**src/design/mcg_pkg.sv**
```systemverilog
// ----------------------------------------------------------------------------
// mcg_pkg: shared types and constants for the metronome click generator
// Holds the sequencer states, register indexes, configuration bundle and
// the reset values and the fixed amplitude, envelope, beat and multiplier constants.
// ----------------------------------------------------------------------------
package mcg_pkg;

  // Register indexes on the configuration port
  typedef enum logic [2:0] {
    REG_ENABLE            = 3'd0,
    REG_SAMPLES_PER_BEAT  = 3'd1,
    REG_BEATS_PER_BAR     = 3'd2,
    REG_CLICK_GAIN        = 3'd3,
    REG_CLICK_LENGTH      = 3'd4,
    REG_DECAY_FACTOR      = 3'd5,
    REG_ACCENT_PHASE_STEP = 3'd6,
    REG_NORMAL_PHASE_STEP = 3'd7
  } reg_index_t;

  localparam int CFG_DATA_W  = 32;
  localparam int CFG_INDEX_W = 3;

  // Sequencer states
  typedef enum logic [3:0] {
    ST_IDLE,
    ST_BEAT,
    ST_WRAP,
    ST_INDEX,
    ST_FETCH,
    ST_ENV_MUL,
    ST_AMP_MUL,
    ST_GAIN_MUL,
    ST_MIX,
    ST_UPDATE,
    ST_DONE
  } seq_state_t;

  // Live configuration registers
  typedef struct packed {
    logic        enable;
    logic [31:0] samples_per_beat;
    logic [6:0]  beats_per_bar;
    logic [15:0] click_gain;
    logic [15:0] click_length;
    logic [15:0] decay_factor;
    logic [31:0] accent_phase_step;
    logic [31:0] normal_phase_step;
  } cfg_t;

  // Reset values of the configuration registers
  localparam logic [31:0] RST_SAMPLES_PER_BEAT  = 32'd6144000;
  localparam logic [6:0]  RST_BEATS_PER_BAR     = 7'd4;
  localparam logic [15:0] RST_CLICK_GAIN        = 16'd4096;
  localparam logic [15:0] RST_CLICK_LENGTH      = 16'd2400;
  localparam logic [15:0] RST_DECAY_FACTOR      = 16'd65422;
  localparam logic [31:0] RST_ACCENT_PHASE_STEP = 32'd134217728;
  localparam logic [31:0] RST_NORMAL_PHASE_STEP = 32'd89478485;

  // Click amplitudes in Q0.16: 1.0 for accented, 0.6 for normal beats
  localparam logic [15:0] AMP_ACCENT = 16'd65535;
  localparam logic [15:0] AMP_NORMAL = 16'd39322;

  // Envelope start level and the full-scale sine value at the table edge
  localparam logic [15:0] ENV_FULL  = 16'hFFFF;
  localparam logic [15:0] SINE_PEAK = 16'hFFFF;

  // Beat accumulator in Q32.8 against a period in Q24.8: one sample is 1.0, period floor is one sample
  localparam int          BEAT_PHASE_W = 40;
  localparam logic [31:0] MIN_PERIOD   = 32'd256;
  localparam logic [6:0]  MAX_BPB      = 7'd64;

  // Shared multiplier operand and product widths
  localparam int MUL_A_W = 32;
  localparam int MUL_B_W = 16;
  localparam int MUL_P_W = MUL_A_W + MUL_B_W;

endpackage

```
**src/design/mcg_stream_if.sv**
```systemverilog
// ----------------------------------------------------------------------------
// mcg_stream_if: valid/ready channels of the metronome click generator
// Sample channel into the block and mixed result channel out of it.
// ----------------------------------------------------------------------------
interface mcg_in_if #(parameter int SAMPLE_WIDTH = 24);
  logic                           valid;
  logic                           ready;
  logic signed [SAMPLE_WIDTH-1:0] in_sample;

  modport source (output valid, output in_sample, input ready);
  modport sink   (input valid, input in_sample, output ready);
endinterface

interface mcg_out_if #(parameter int SAMPLE_WIDTH = 24);
  logic                           valid;
  logic                           ready;
  logic signed [SAMPLE_WIDTH-1:0] out_sample;
  logic                           click_started;
  logic                           accent_beat;

  modport source (output valid, output out_sample, output click_started,
                  output accent_beat, input ready);
  modport sink   (input valid, input out_sample, input click_started,
                  input accent_beat, output ready);
endinterface

```
**src/design/mcg_mul.sv**
```systemverilog
// ----------------------------------------------------------------------------
// mcg_mul: shared unsigned multiplier
// One registered 32x16 product per cycle; the sequencer feeds it in turn.
// ----------------------------------------------------------------------------
module mcg_mul
  import mcg_pkg::*;
(
  input  logic               clk,
  input  logic [MUL_A_W-1:0] op_a,
  input  logic [MUL_B_W-1:0] op_b,
  output logic [MUL_P_W-1:0] prod
);

  // Register the product every cycle
  always_ff @(posedge clk) begin
    prod <= MUL_P_W'(op_a) * MUL_P_W'(op_b);
  end

endmodule

```
**src/design/mcg_sine_rom.sv**
```systemverilog
// ----------------------------------------------------------------------------
// mcg_sine_rom: quarter-wave sine table
// Entry i holds sin(pi/2 * i / DEPTH) in Q0.16, built at elaboration from a
// fixed-point odd polynomial; read data is registered.
// ----------------------------------------------------------------------------
module mcg_sine_rom
  import mcg_pkg::*;
#(
  parameter int DEPTH  = 256,
  parameter int ADDR_W = $clog2(DEPTH)
) (
  input  logic              clk,
  input  logic [ADDR_W-1:0] addr,
  output logic [15:0]       data
);

  typedef logic [15:0] rom_t [DEPTH];

  // Evaluate the polynomial in Q30 with Horner's rule
  function automatic rom_t build_rom();
    rom_t        t;
    logic [63:0] u;
    logic [63:0] u2;
    logic [63:0] s;
    for (int i = 0; i < DEPTH; i++) begin
      u  = (64'(i) << 30) / 64'(DEPTH);
      u2 = (u * u) >> 30;
      s  = 64'd3864;
      s  = 64'd172272 - ((s * u2) >> 30);
      s  = 64'd5026996 - ((s * u2) >> 30);
      s  = 64'd85569307 - ((s * u2) >> 30);
      s  = 64'd693598669 - ((s * u2) >> 30);
      s  = 64'd1686629713 - ((s * u2) >> 30);
      s  = (s * u) >> 30;
      s  = (s + 64'd8192) >> 14;
      t[i] = (s > 64'd65535) ? 16'hFFFF : s[15:0];
    end
    return t;
  endfunction

  localparam rom_t SINE = build_rom();

  // Registered read
  always_ff @(posedge clk) begin
    data <= SINE[addr];
  end

endmodule

```
**src/design/mcg_ctrl.sv**
```systemverilog
// ----------------------------------------------------------------------------
// mcg_ctrl: beat tracking and click rendering sequencer
// Walks one request through beat update, sine lookup and four chained
// products on the shared multiplier, then mixes and saturates the result.
// ----------------------------------------------------------------------------
module mcg_ctrl
  import mcg_pkg::*;
#(
  parameter int SAMPLE_WIDTH     = 24,
  parameter int SINE_TABLE_DEPTH = 256,
  parameter int ADDR_W           = $clog2(SINE_TABLE_DEPTH)
) (
  input  logic               clk,
  input  logic               rst,
  input  cfg_t               cfg,
  mcg_in_if.sink             samples,
  mcg_out_if.source          results,
  output logic [MUL_A_W-1:0] mul_a,
  output logic [MUL_B_W-1:0] mul_b,
  input  logic [MUL_P_W-1:0] mul_p,
  output logic [ADDR_W-1:0]  rom_addr,
  input  logic [15:0]        rom_data
);

  localparam int SW      = SAMPLE_WIDTH;
  localparam int M_W     = 20;              // click magnitude after gain
  localparam int DELTA_W = M_W + SW - 1 - 16;
  localparam int SUM_W   = SW + 5;
  localparam logic signed [SUM_W-1:0] SUM_MAX = {6'b000000, {(SW-1){1'b1}}};
  localparam logic signed [SUM_W-1:0] SUM_MIN = {6'b111111, {(SW-1){1'b0}}};

  seq_state_t state, state_next;

  // Request and result holding registers
  logic signed [SW-1:0] x;
  logic signed [SW-1:0] mix;
  logic                 started_r;
  logic                 accent_r;

  // Beat and click state
  logic                    started_flag;
  logic [BEAT_PHASE_W-1:0] beat_phase;
  logic [5:0]              beat_in_bar;
  logic                    click_active;
  logic [15:0]             click_count;
  logic [31:0]             osc_phase;
  logic [15:0]             env_level;
  logic                    accent_click;
  logic                    rom_peak;

  // Output register
  logic                 res_valid;
  logic signed [SW-1:0] res_sample;
  logic                 res_started;
  logic                 res_accent;

  logic                    cfg_live;
  logic [BEAT_PHASE_W-1:0] period;
  logic [6:0]              bpb;
  logic                    beat_hit;
  logic [6:0]              bar_inc;
  logic [5:0]              bar_next;
  logic [ADDR_W-1:0]       idx;
  logic [M_W-1:0]          mag;
  logic [M_W+SW-2:0]       mag_wide;
  logic [DELTA_W-1:0]      delta;
  logic signed [SUM_W-1:0] x_ext;
  logic signed [SUM_W-1:0] delta_ext;
  logic signed [SUM_W-1:0] sum;
  logic [16:0]             count_inc;
  logic                    out_free;

  // Decode live configuration
  always_comb begin
    cfg_live = cfg.enable && (cfg.samples_per_beat != '0);
    period   = (cfg.samples_per_beat < MIN_PERIOD) ? BEAT_PHASE_W'(MIN_PERIOD)
                                                   : BEAT_PHASE_W'(cfg.samples_per_beat);
    if (cfg.beats_per_bar == '0) begin
      bpb = 7'd1;
    end else if (cfg.beats_per_bar > MAX_BPB) begin
      bpb = MAX_BPB;
    end else begin
      bpb = cfg.beats_per_bar;
    end
  end

  // Beat wrap, bar advance and mix arithmetic
  always_comb begin
    beat_hit  = beat_phase >= period;
    bar_inc   = {1'b0, beat_in_bar} + 7'd1;
    bar_next  = (bar_inc >= bpb) ? 6'd0 : bar_inc[5:0];
    idx       = mul_p[30 +: ADDR_W];
    mag       = mul_p[12 +: M_W];
    mag_wide  = {mag, {(SW-1){1'b0}}};
    delta     = mag_wide[M_W+SW-2:16];
    x_ext     = SUM_W'(x);
    delta_ext = SUM_W'($signed({2'b00, delta}));
    sum       = osc_phase[31] ? (x_ext - delta_ext) : (x_ext + delta_ext);
    count_inc = {1'b0, click_count} + 17'd1;
    out_free  = !res_valid || results.ready;
  end

  // Next state
  always_comb begin
    state_next = state;
    unique case (state)
      ST_IDLE: begin
        if (samples.valid) begin
          state_next = cfg_live ? ST_BEAT : ST_DONE;
        end
      end
      ST_BEAT: begin
        state_next = started_flag ? ST_WRAP : ST_INDEX;
      end
      ST_WRAP: begin
        state_next = (beat_hit || click_active) ? ST_INDEX : ST_DONE;
      end
      ST_INDEX:    state_next = ST_FETCH;
      ST_FETCH:    state_next = ST_ENV_MUL;
      ST_ENV_MUL:  state_next = ST_AMP_MUL;
      ST_AMP_MUL:  state_next = ST_GAIN_MUL;
      ST_GAIN_MUL: state_next = ST_MIX;
      ST_MIX:      state_next = ST_UPDATE;
      ST_UPDATE:   state_next = ST_DONE;
      ST_DONE: begin
        if (out_free) begin
          state_next = ST_IDLE;
        end
      end
      default: state_next = ST_IDLE;
    endcase
  end

  // Multiplier operands, table address and handshake outputs
  always_comb begin
    mul_a    = '0;
    mul_b    = '0;
    rom_addr = idx;
    unique case (state)
      ST_INDEX: begin
        mul_a = MUL_A_W'(osc_phase[29:0]);
        mul_b = MUL_B_W'(SINE_TABLE_DEPTH);
      end
      ST_FETCH: begin
        if (osc_phase[30]) begin
          rom_addr = ADDR_W'(SINE_TABLE_DEPTH - int'(idx));
        end
      end
      ST_ENV_MUL: begin
        mul_a = MUL_A_W'(rom_peak ? SINE_PEAK : rom_data);
        mul_b = env_level;
      end
      ST_AMP_MUL: begin
        mul_a = MUL_A_W'(mul_p[31:16]);
        mul_b = accent_click ? AMP_ACCENT : AMP_NORMAL;
      end
      ST_GAIN_MUL: begin
        mul_a = MUL_A_W'(mul_p[31:16]);
        mul_b = cfg.click_gain;
      end
      ST_MIX: begin
        mul_a = MUL_A_W'(env_level);
        mul_b = cfg.decay_factor;
      end
      default: begin
      end
    endcase
  end

  assign samples.ready         = (state == ST_IDLE);
  assign results.valid         = res_valid;
  assign results.out_sample    = res_sample;
  assign results.click_started = res_started;
  assign results.accent_beat   = res_accent;

  // Advance the sequencer
  always_ff @(posedge clk) begin
    if (rst) begin
      state <= ST_IDLE;
    end else begin
      state <= state_next;
    end
  end

  // Update beat and click state
  always_ff @(posedge clk) begin
    if (rst) begin
      started_flag <= 1'b0;
      beat_phase   <= '0;
      beat_in_bar  <= '0;
      click_active <= 1'b0;
      click_count  <= '0;
      osc_phase    <= '0;
      env_level    <= '0;
      accent_click <= 1'b0;
    end else begin
      unique case (state)
        ST_BEAT: begin
          if (!started_flag) begin
            started_flag <= 1'b1;
            click_active <= 1'b1;
            click_count  <= '0;
            osc_phase    <= '0;
            env_level    <= ENV_FULL;
            accent_click <= 1'b1;
          end else begin
            beat_phase <= beat_phase + BEAT_PHASE_W'(MIN_PERIOD);
          end
        end
        ST_WRAP: begin
          if (beat_hit) begin
            beat_phase   <= beat_phase - period;
            beat_in_bar  <= bar_next;
            click_active <= 1'b1;
            click_count  <= '0;
            osc_phase    <= '0;
            env_level    <= ENV_FULL;
            accent_click <= (bar_next == 6'd0);
          end
        end
        ST_UPDATE: begin
          env_level    <= mul_p[31:16];
          osc_phase    <= osc_phase + (accent_click ? cfg.accent_phase_step
                                                    : cfg.normal_phase_step);
          click_active <= !(count_inc >= {1'b0, cfg.click_length});
          click_count  <= count_inc[15:0];
        end
        default: begin
        end
      endcase
    end
  end

  // Hold the request sample, beat flags and mixed value
  always_ff @(posedge clk) begin
    unique case (state)
      ST_IDLE: begin
        if (samples.valid) begin
          x         <= samples.in_sample;
          mix       <= samples.in_sample;
          started_r <= 1'b0;
          accent_r  <= 1'b0;
        end
      end
      ST_BEAT: begin
        if (!started_flag) begin
          started_r <= 1'b1;
          accent_r  <= 1'b1;
        end
      end
      ST_WRAP: begin
        if (beat_hit) begin
          started_r <= 1'b1;
          accent_r  <= (bar_next == 6'd0);
        end
      end
      ST_FETCH: begin
        rom_peak <= osc_phase[30] && (idx == '0);
      end
      ST_MIX: begin
        if (sum > SUM_MAX) begin
          mix <= SUM_MAX[SW-1:0];
        end else if (sum < SUM_MIN) begin
          mix <= SUM_MIN[SW-1:0];
        end else begin
          mix <= sum[SW-1:0];
        end
      end
      default: begin
      end
    endcase
  end

  // Output register: load when free, drop when taken
  always_ff @(posedge clk) begin
    if (rst) begin
      res_valid <= 1'b0;
    end else if (state == ST_DONE && out_free) begin
      res_valid <= 1'b1;
    end else if (results.ready) begin
      res_valid <= 1'b0;
    end
  end

  always_ff @(posedge clk) begin
    if (state == ST_DONE && out_free) begin
      res_sample  <= mix;
      res_started <= started_r;
      res_accent  <= accent_r;
    end
  end

endmodule

```
**src/design/metronome_click_generator_core.sv**
```systemverilog
// ----------------------------------------------------------------------------
// metronome_click_generator_core: adds a metronome click to an audio stream
//
//   channel   dir  handshake     payload
//   samples   in   valid/ready   in_sample
//   results   out  valid/ready   out_sample, click_started, accent_beat
//   cfg       in   cfg_wr_en     cfg_index, cfg_data
//
// A sample with a click sounding walks every state from beat through update to
// done between acceptances; the first enabled sample after reset skips the wrap
// check. Its result enters the output register as the sequencer leaves done.
// Five products go in turn to the one shared multiplier. Disabled, a sample goes
// straight to done; enabled with no click sounding, it passes beat and wrap only.
// Input ready is high only while the sequencer is idle; a held result in the
// output register does not block the next sample until it is finished.
// Synchronous reset clears beat state and restores register defaults.
// ----------------------------------------------------------------------------
module metronome_click_generator_core
  import mcg_pkg::*;
#(
  parameter int SAMPLE_WIDTH     = 24,
  parameter int SINE_TABLE_DEPTH = 256
) (
  input  logic                   clk,
  input  logic                   rst,
  mcg_in_if.sink                 samples,
  mcg_out_if.source              results,
  input  logic                   cfg_wr_en,
  input  logic [CFG_INDEX_W-1:0] cfg_index,
  input  logic [CFG_DATA_W-1:0]  cfg_data
);

  localparam int ADDR_W = $clog2(SINE_TABLE_DEPTH);

  cfg_t               cfg;
  reg_index_t         cfg_sel;
  logic [MUL_A_W-1:0] mul_a;
  logic [MUL_B_W-1:0] mul_b;
  logic [MUL_P_W-1:0] mul_p;
  logic [ADDR_W-1:0]  rom_addr;
  logic [15:0]        rom_data;

  assign cfg_sel = reg_index_t'(cfg_index);

  // Write configuration registers
  always_ff @(posedge clk) begin
    if (rst) begin
      cfg.enable            <= 1'b0;
      cfg.samples_per_beat  <= RST_SAMPLES_PER_BEAT;
      cfg.beats_per_bar     <= RST_BEATS_PER_BAR;
      cfg.click_gain        <= RST_CLICK_GAIN;
      cfg.click_length      <= RST_CLICK_LENGTH;
      cfg.decay_factor      <= RST_DECAY_FACTOR;
      cfg.accent_phase_step <= RST_ACCENT_PHASE_STEP;
      cfg.normal_phase_step <= RST_NORMAL_PHASE_STEP;
    end else if (cfg_wr_en) begin
      unique case (cfg_sel)
        REG_ENABLE:            cfg.enable            <= cfg_data[0];
        REG_SAMPLES_PER_BEAT:  cfg.samples_per_beat  <= cfg_data;
        REG_BEATS_PER_BAR:     cfg.beats_per_bar     <= cfg_data[6:0];
        REG_CLICK_GAIN:        cfg.click_gain        <= cfg_data[15:0];
        REG_CLICK_LENGTH:      cfg.click_length      <= cfg_data[15:0];
        REG_DECAY_FACTOR:      cfg.decay_factor      <= cfg_data[15:0];
        REG_ACCENT_PHASE_STEP: cfg.accent_phase_step <= cfg_data;
        REG_NORMAL_PHASE_STEP: cfg.normal_phase_step <= cfg_data;
        default: begin
        end
      endcase
    end
  end

  // Sequencer
  mcg_ctrl #(
    .SAMPLE_WIDTH     (SAMPLE_WIDTH),
    .SINE_TABLE_DEPTH (SINE_TABLE_DEPTH),
    .ADDR_W           (ADDR_W)
  ) u_ctrl (
    .clk      (clk),
    .rst      (rst),
    .cfg      (cfg),
    .samples  (samples),
    .results  (results),
    .mul_a    (mul_a),
    .mul_b    (mul_b),
    .mul_p    (mul_p),
    .rom_addr (rom_addr),
    .rom_data (rom_data)
  );

  // Shared multiplier
  mcg_mul u_mul (
    .clk  (clk),
    .op_a (mul_a),
    .op_b (mul_b),
    .prod (mul_p)
  );

  // Quarter-wave sine table
  mcg_sine_rom #(
    .DEPTH  (SINE_TABLE_DEPTH),
    .ADDR_W (ADDR_W)
  ) u_rom (
    .clk  (clk),
    .addr (rom_addr),
    .data (rom_data)
  );

endmodule

```
**src/flat_wrapper.sv**
```systemverilog
// flat-port wrapper written by rule: the top's interface ports become plain ports
module metronome_click_generator_core_flat import mcg_pkg::*;
#(
  parameter int SAMPLE_WIDTH     = 24,
  parameter int SINE_TABLE_DEPTH = 256
)
  (clk, rst, cfg_wr_en, cfg_index, cfg_data, samples_valid, samples_in_sample, samples_ready, results_valid, results_out_sample, results_click_started, results_accent_beat, results_ready);
  mcg_in_if #(.SAMPLE_WIDTH(SAMPLE_WIDTH)) samples_i ();
  mcg_out_if #(.SAMPLE_WIDTH(SAMPLE_WIDTH)) results_i ();
  input  logic clk;
  input  logic rst;
  input  logic cfg_wr_en;
  input  logic [CFG_INDEX_W-1:0] cfg_index;
  input  logic [CFG_DATA_W-1:0] cfg_data;
  input wire logic [$bits(samples_i.valid)-1:0] samples_valid;
  input wire logic [$bits(samples_i.in_sample)-1:0] samples_in_sample;
  output wire logic [$bits(samples_i.ready)-1:0] samples_ready;
  output wire logic [$bits(results_i.valid)-1:0] results_valid;
  output wire logic [$bits(results_i.out_sample)-1:0] results_out_sample;
  output wire logic [$bits(results_i.click_started)-1:0] results_click_started;
  output wire logic [$bits(results_i.accent_beat)-1:0] results_accent_beat;
  input wire logic [$bits(results_i.ready)-1:0] results_ready;
  assign samples_i.valid = samples_valid;
  assign samples_i.in_sample = samples_in_sample;
  assign samples_ready = samples_i.ready;
  assign results_valid = results_i.valid;
  assign results_out_sample = results_i.out_sample;
  assign results_click_started = results_i.click_started;
  assign results_accent_beat = results_i.accent_beat;
  assign results_i.ready = results_ready;
  metronome_click_generator_core #(.SAMPLE_WIDTH(SAMPLE_WIDTH), .SINE_TABLE_DEPTH(SINE_TABLE_DEPTH)) u_core (.clk(clk), .rst(rst), .samples(samples_i), .results(results_i), .cfg_wr_en(cfg_wr_en), .cfg_index(cfg_index), .cfg_data(cfg_data));
endmodule
```
**config.mk**
```make
export PLATFORM = sky130hd
export DESIGN_NAME = metronome_click_generator_core_flat
export DESIGN_NICKNAME = d
export VERILOG_FILES = /design/src/design/mcg_pkg.sv /design/src/design/mcg_stream_if.sv /design/src/design/mcg_mul.sv /design/src/design/mcg_sine_rom.sv /design/src/design/mcg_ctrl.sv /design/src/design/metronome_click_generator_core.sv /design/src/flat_wrapper.sv
export SDC_FILE = /design/constraint.sdc
export NUM_CORES = 2
export LEC_CHECK = 0
export BUFFER_PORTS_ARGS = -buffer_cell sky130_fd_sc_hd__buf_2
export CORE_MARGIN = 8
export CORE_UTILIZATION = 70
export CTS_CLUSTER_DIAMETER = 80
export DETAILED_ROUTE_END_ITERATION = 8
export PLACE_DENSITY = 0.95
export REMOVE_ABC_BUFFERS = 1
export SETUP_SLACK_MARGIN = 0.05
export SYNTH_ARGS = -nofsm -noshare
export SYNTH_HDL_FRONTEND = slang
export SYNTH_SLANG_ARGS = --single-unit
```
**constraint.sdc**
```tcl
create_clock -name clk -period 22.7 [get_ports clk]
set_clock_uncertainty 0.15 [all_clocks]
set_input_delay 1.135 -clock clk [delete_from_list [all_inputs] [get_ports clk]]
set_output_delay 1.135 -clock clk [all_outputs]
set_load 0.1 [all_outputs]
```
==> insert_results.sql <==
INSERT INTO impl_metrics (metric_group, metric, value, unit) VALUES
('status', 'result_of_the_run', 'finished with violations', ''),
('status', 'violations', 'design-rule violations', ''),
('min_path', 'timing.hold.worst.class', 'reg -> reg', ''),
('routing', 'drt-wirelength-per-cell', '22.6', 'um'),
('power_and_ir_drop', 'clkPwrFrac', '0.132', ''),
('cells_and_area', 'final_cell_area', '40700', 'um^2'),
('die', 'dieHeight', '248', 'um'),
('global_route', 'grt-ovfl-total', '0', ''),
('power_and_ir_drop', 'seqPwrFrac', '0.182', ''),
('power_and_ir_drop', 'ir_drop', '0.000199', 'V'),
('timing', 'timing.final.crit_share', '0.417', ''),
('clock_tree', 'tritoncts_buffers', '43', ''),
('power_and_ir_drop', 'swShare', '0.527', ''),
('routing', 'route.detailed.drc', '11', ''),
('logic_synthesis', 'ys_ff_latch', '389', ''),
('logic_synthesis', 'synth.cell_area', '37700', 'um^2'),
('worst_setup_path', 'rr_startpoint', 'u_core.u_ctrl.state[2]', ''),
('global_route', 'grt_util_all_layers', '0.398', ''),
('routing', 'route.detailed.vias_per_inst', '6.74', ''),
('routing', 'met3RoutedLength', '16.4', 'mm'),
('timing', 'maximum_achievable_frequency', '0.106', 'GHz'),
('cells_and_area', 'layout.cells.most_common', 'nand2_1', ''),
('routing', 'drtAntennaViolNets', '0', ''),
('die', 'initial_utilization', '0.705', ''),
('clock_tree', 'tritoncts_clock_tree', 'built', ''),
('timing', 'setup-violations-final', '0', ''),
('clock_tree', 'worstSkewPairLatency', '0.61', 'ns'),
('timing', 'final.setup.worst_slack', '13.24', 'ns'),
('logic_synthesis', 'ys.flop_type', 'dfxtp_1', ''),
('clock_tree', 'post_cts_hold_buffer_count', '0', ''),
('worst_setup_path', 'most_frequent_cell_on_the_critical_path', 'fa_1', ''),
('logic_synthesis', 'ys_async_sr_fraction', '0', ''),
('logic_synthesis', 'syn_area_per_cell', '8.18', 'um^2'),
('worst_setup_path', 'element_type_at_the_critical_path_start', 'register', ''),
('power_and_ir_drop', 'power_frac_comb', '0.686', ''),
('min_path', 'min-delay-start', 'u_core.u_ctrl.mix[16]', ''),
('cells_and_area', 'most-common-layout-cells', 'nand2_1, inv_1, nor2_1', ''),
('routing', 'initialDrtViolationCount', '5145', ''),
('place', 'place_area', '39200', 'um^2'),
('worst_setup_path', 'cp.arrival', '9.80', 'ns'),
('clock_tree', 'path_clk_slew', '0.06', 'ns'),
('clock_tree', 'tritoncts_num_sinks', '389', ''),
('global_route', 'grt_first_pass_wirelength', '195', 'mm'),
('routing', 'routed-via-count', '36800', ''),
('worst_setup_path', 'worstSetupPathType', 'reg -> reg', ''),
('clock_tree', 'post_cts_resize_count', '0', ''),
('routing', 'wirelength', '123', 'mm'),
('place', 'finalWeightedCongestion', '1.07', ''),
('clock_tree', 'clk_path_buf_depth', '3', ''),
('timing', 'relSlewSlack', '0.220', ''),
('cells_and_area', 'area_growth', '7.92', '%'),
('worst_setup_path', 'regToRegEndpoint', 'u_core.u_mul.prod[37]', ''),
('global_route', 'antenna_found_initial', '4', ''),
('power_and_ir_drop', 'power.leakage', '17.7', 'nW'),
('routing', 'dr.max_layer_used', 'met5', ''),
('global_route', 'grt_max_degree', '96', ''),
('timing', 'worst_hold_margin', '0.270', 'ns'),
('routing', 'wl_met2', '54.4', 'mm'),
('clock_tree', 'root_buffer', 'clkbuf_16', ''),
('logic_synthesis', 'synthesis.instances', '4608', ''),
('worst_setup_path', 'r2r_setup_slack', '13.24', 'ns'),
('worst_setup_path', 'slowest_stage', 'dfxtp_1', ''),
('die', 'floorplan.core_area', '53500', 'um^2'),
('logic_synthesis', 'yosysWarnings', '0', ''),
('clock_tree', 'postCtsSetupBuffers', '0', ''),
('logic_synthesis', 'synth_sequential_area_ratio', '0.227', ''),
('timing', 'worst-slew-pin-transition', '1.17', 'ns'),
('worst_setup_path', 'cp_slowest_stage_delay', '0.82', 'ns'),
('cells_and_area', 'drive_gt1_frac', '0.0697', ''),
('routing', 'wl_met1', '42.4', 'mm'),
('logic_synthesis', 'post_synth_num_cell_types', '104', '');
==> area by class of cell <==
type / instances / area (um^2)
multi-input cells: 3628 / 26900
fillers: 3417 / 12800
flip-flops and latches: 389 / 8560
inverters: 508 / 1910
clock buffers: 49 / 1110
repair buffers: 156 / 950
well taps: 696 / 871
clock inverters: 30 / 345
diodes: 3 / 7.51
==> layer usage <==
metal	track usage	up-vias
li1	-	15800
met1	0.478	17100
met2	0.627	3055
met3	0.112	911
met4	0.253	4
met5	0	-
==> power by group through the flow <==
stage               combinational [mW]  clock [mW]  sequential, mW
detailed placement                3.54           0            1.00
global placement                  3.38           0           0.996
CTS                               3.60       0.727           0.991
finish                            3.79       0.731            1.00
global route                      4.06       0.758            1.01
floorplan                         2.50           0            1.01
==> stage by stage <==
step	std cells	power, mW	utilization
2_1_floorplan	4525	3.51	-
3_3_place_gp	5377	4.37	0.733
3_5_place_dp	5377	4.54	0.733
4_1_cts	5456	5.32	0.761
5_1_grt	5457	5.82	0.761
6_report	5459	5.52	0.761
==> logic make-up (layout without fill, tap and decap cells) <==
group | after synthesis | after routing | share of synthesized area
compound gates | 1182 | 1182 | 0.205
xor+xnor | 157 | 157 | 0.0371
fa+ha+maj | 576 | 576 | 0.264
buf+inv | 764 | 743 | 0.0787
flops | 389 | 389 | 0.227
mux | 55 | 55 | 0.0157
other cells | 2 | 178 | 0.000199
simple gates | 1483 | 1483 | 0.173
==> cells in the mapped netlist (61+ instances only) <==
master	n	area share
nand2_1	666	0.066
inv_1	502	0.050
nor2_1	397	0.040
fa_1	366	0.19
a21oi_1	362	0.048
dfxtp_1	312	0.17
o21ai_0	241	0.032
ha_1	209	0.069
clkbuf_1	186	0.019
xnor2_1	103	0.024
nor3_1	91	0.012
nand3_1	79	0.010
edfxtp_1	77	0.061
a21o_1	66	0.013
a211oi_1	61	0.012
==> registers in the layout, indices dropped and copies added (netlist names), 4 cells and up <==
name / cells
u_core.u_ctrl.beat_in_bar: 6
u_core.u_ctrl.env_level: 16
u_core.u_rom.data: 16
u_core.u_ctrl.click_count: 16
u_core.u_mul.prod: 26
u_core.u_ctrl.mix: 24
u_core.cfg: 152
u_core.u_ctrl.x: 24
u_core.u_ctrl.results.out_sample: 24
u_core.u_ctrl.osc_phase: 32
u_core.u_ctrl.state: 4
u_core.u_ctrl.beat_phase: 40
==> critical path, delay by kind of cell, from the launching register on <==
| family | cells | cell delay, ns |
|---|---|---|
| AOI/OAI and AO/OA | 10 | 3.26 |
| adders and majority gates | 7 | 3.08 |
| buffers and inverters | 3 | 0.15 |
| DFF | 1 | 0.82 |
| xor gates and xnor gates | 1 | 0.13 |
| and+or+nand+nor | 4 | 1.73 |
==> how the worst min path moves through the flow <==
stage	end	slack, ns	depth (start not counted)
final	u_core.u_ctrl.results.out_sample[16]	0.27	0
after floorplan	u_core.u_ctrl.results.accent_beat	0.25	0
after CTS	u_core.u_ctrl.results.out_sample[16]	0.27	0
after detailed placement	u_core.u_ctrl.results.accent_beat	0.25	0
after global routing	u_core.u_ctrl.results.out_sample[16]	0.28	0
after global placement	u_core.u_ctrl.results.out_sample[20]	0.25	0
Note: power is estimated with default switching activity, not from simulation.
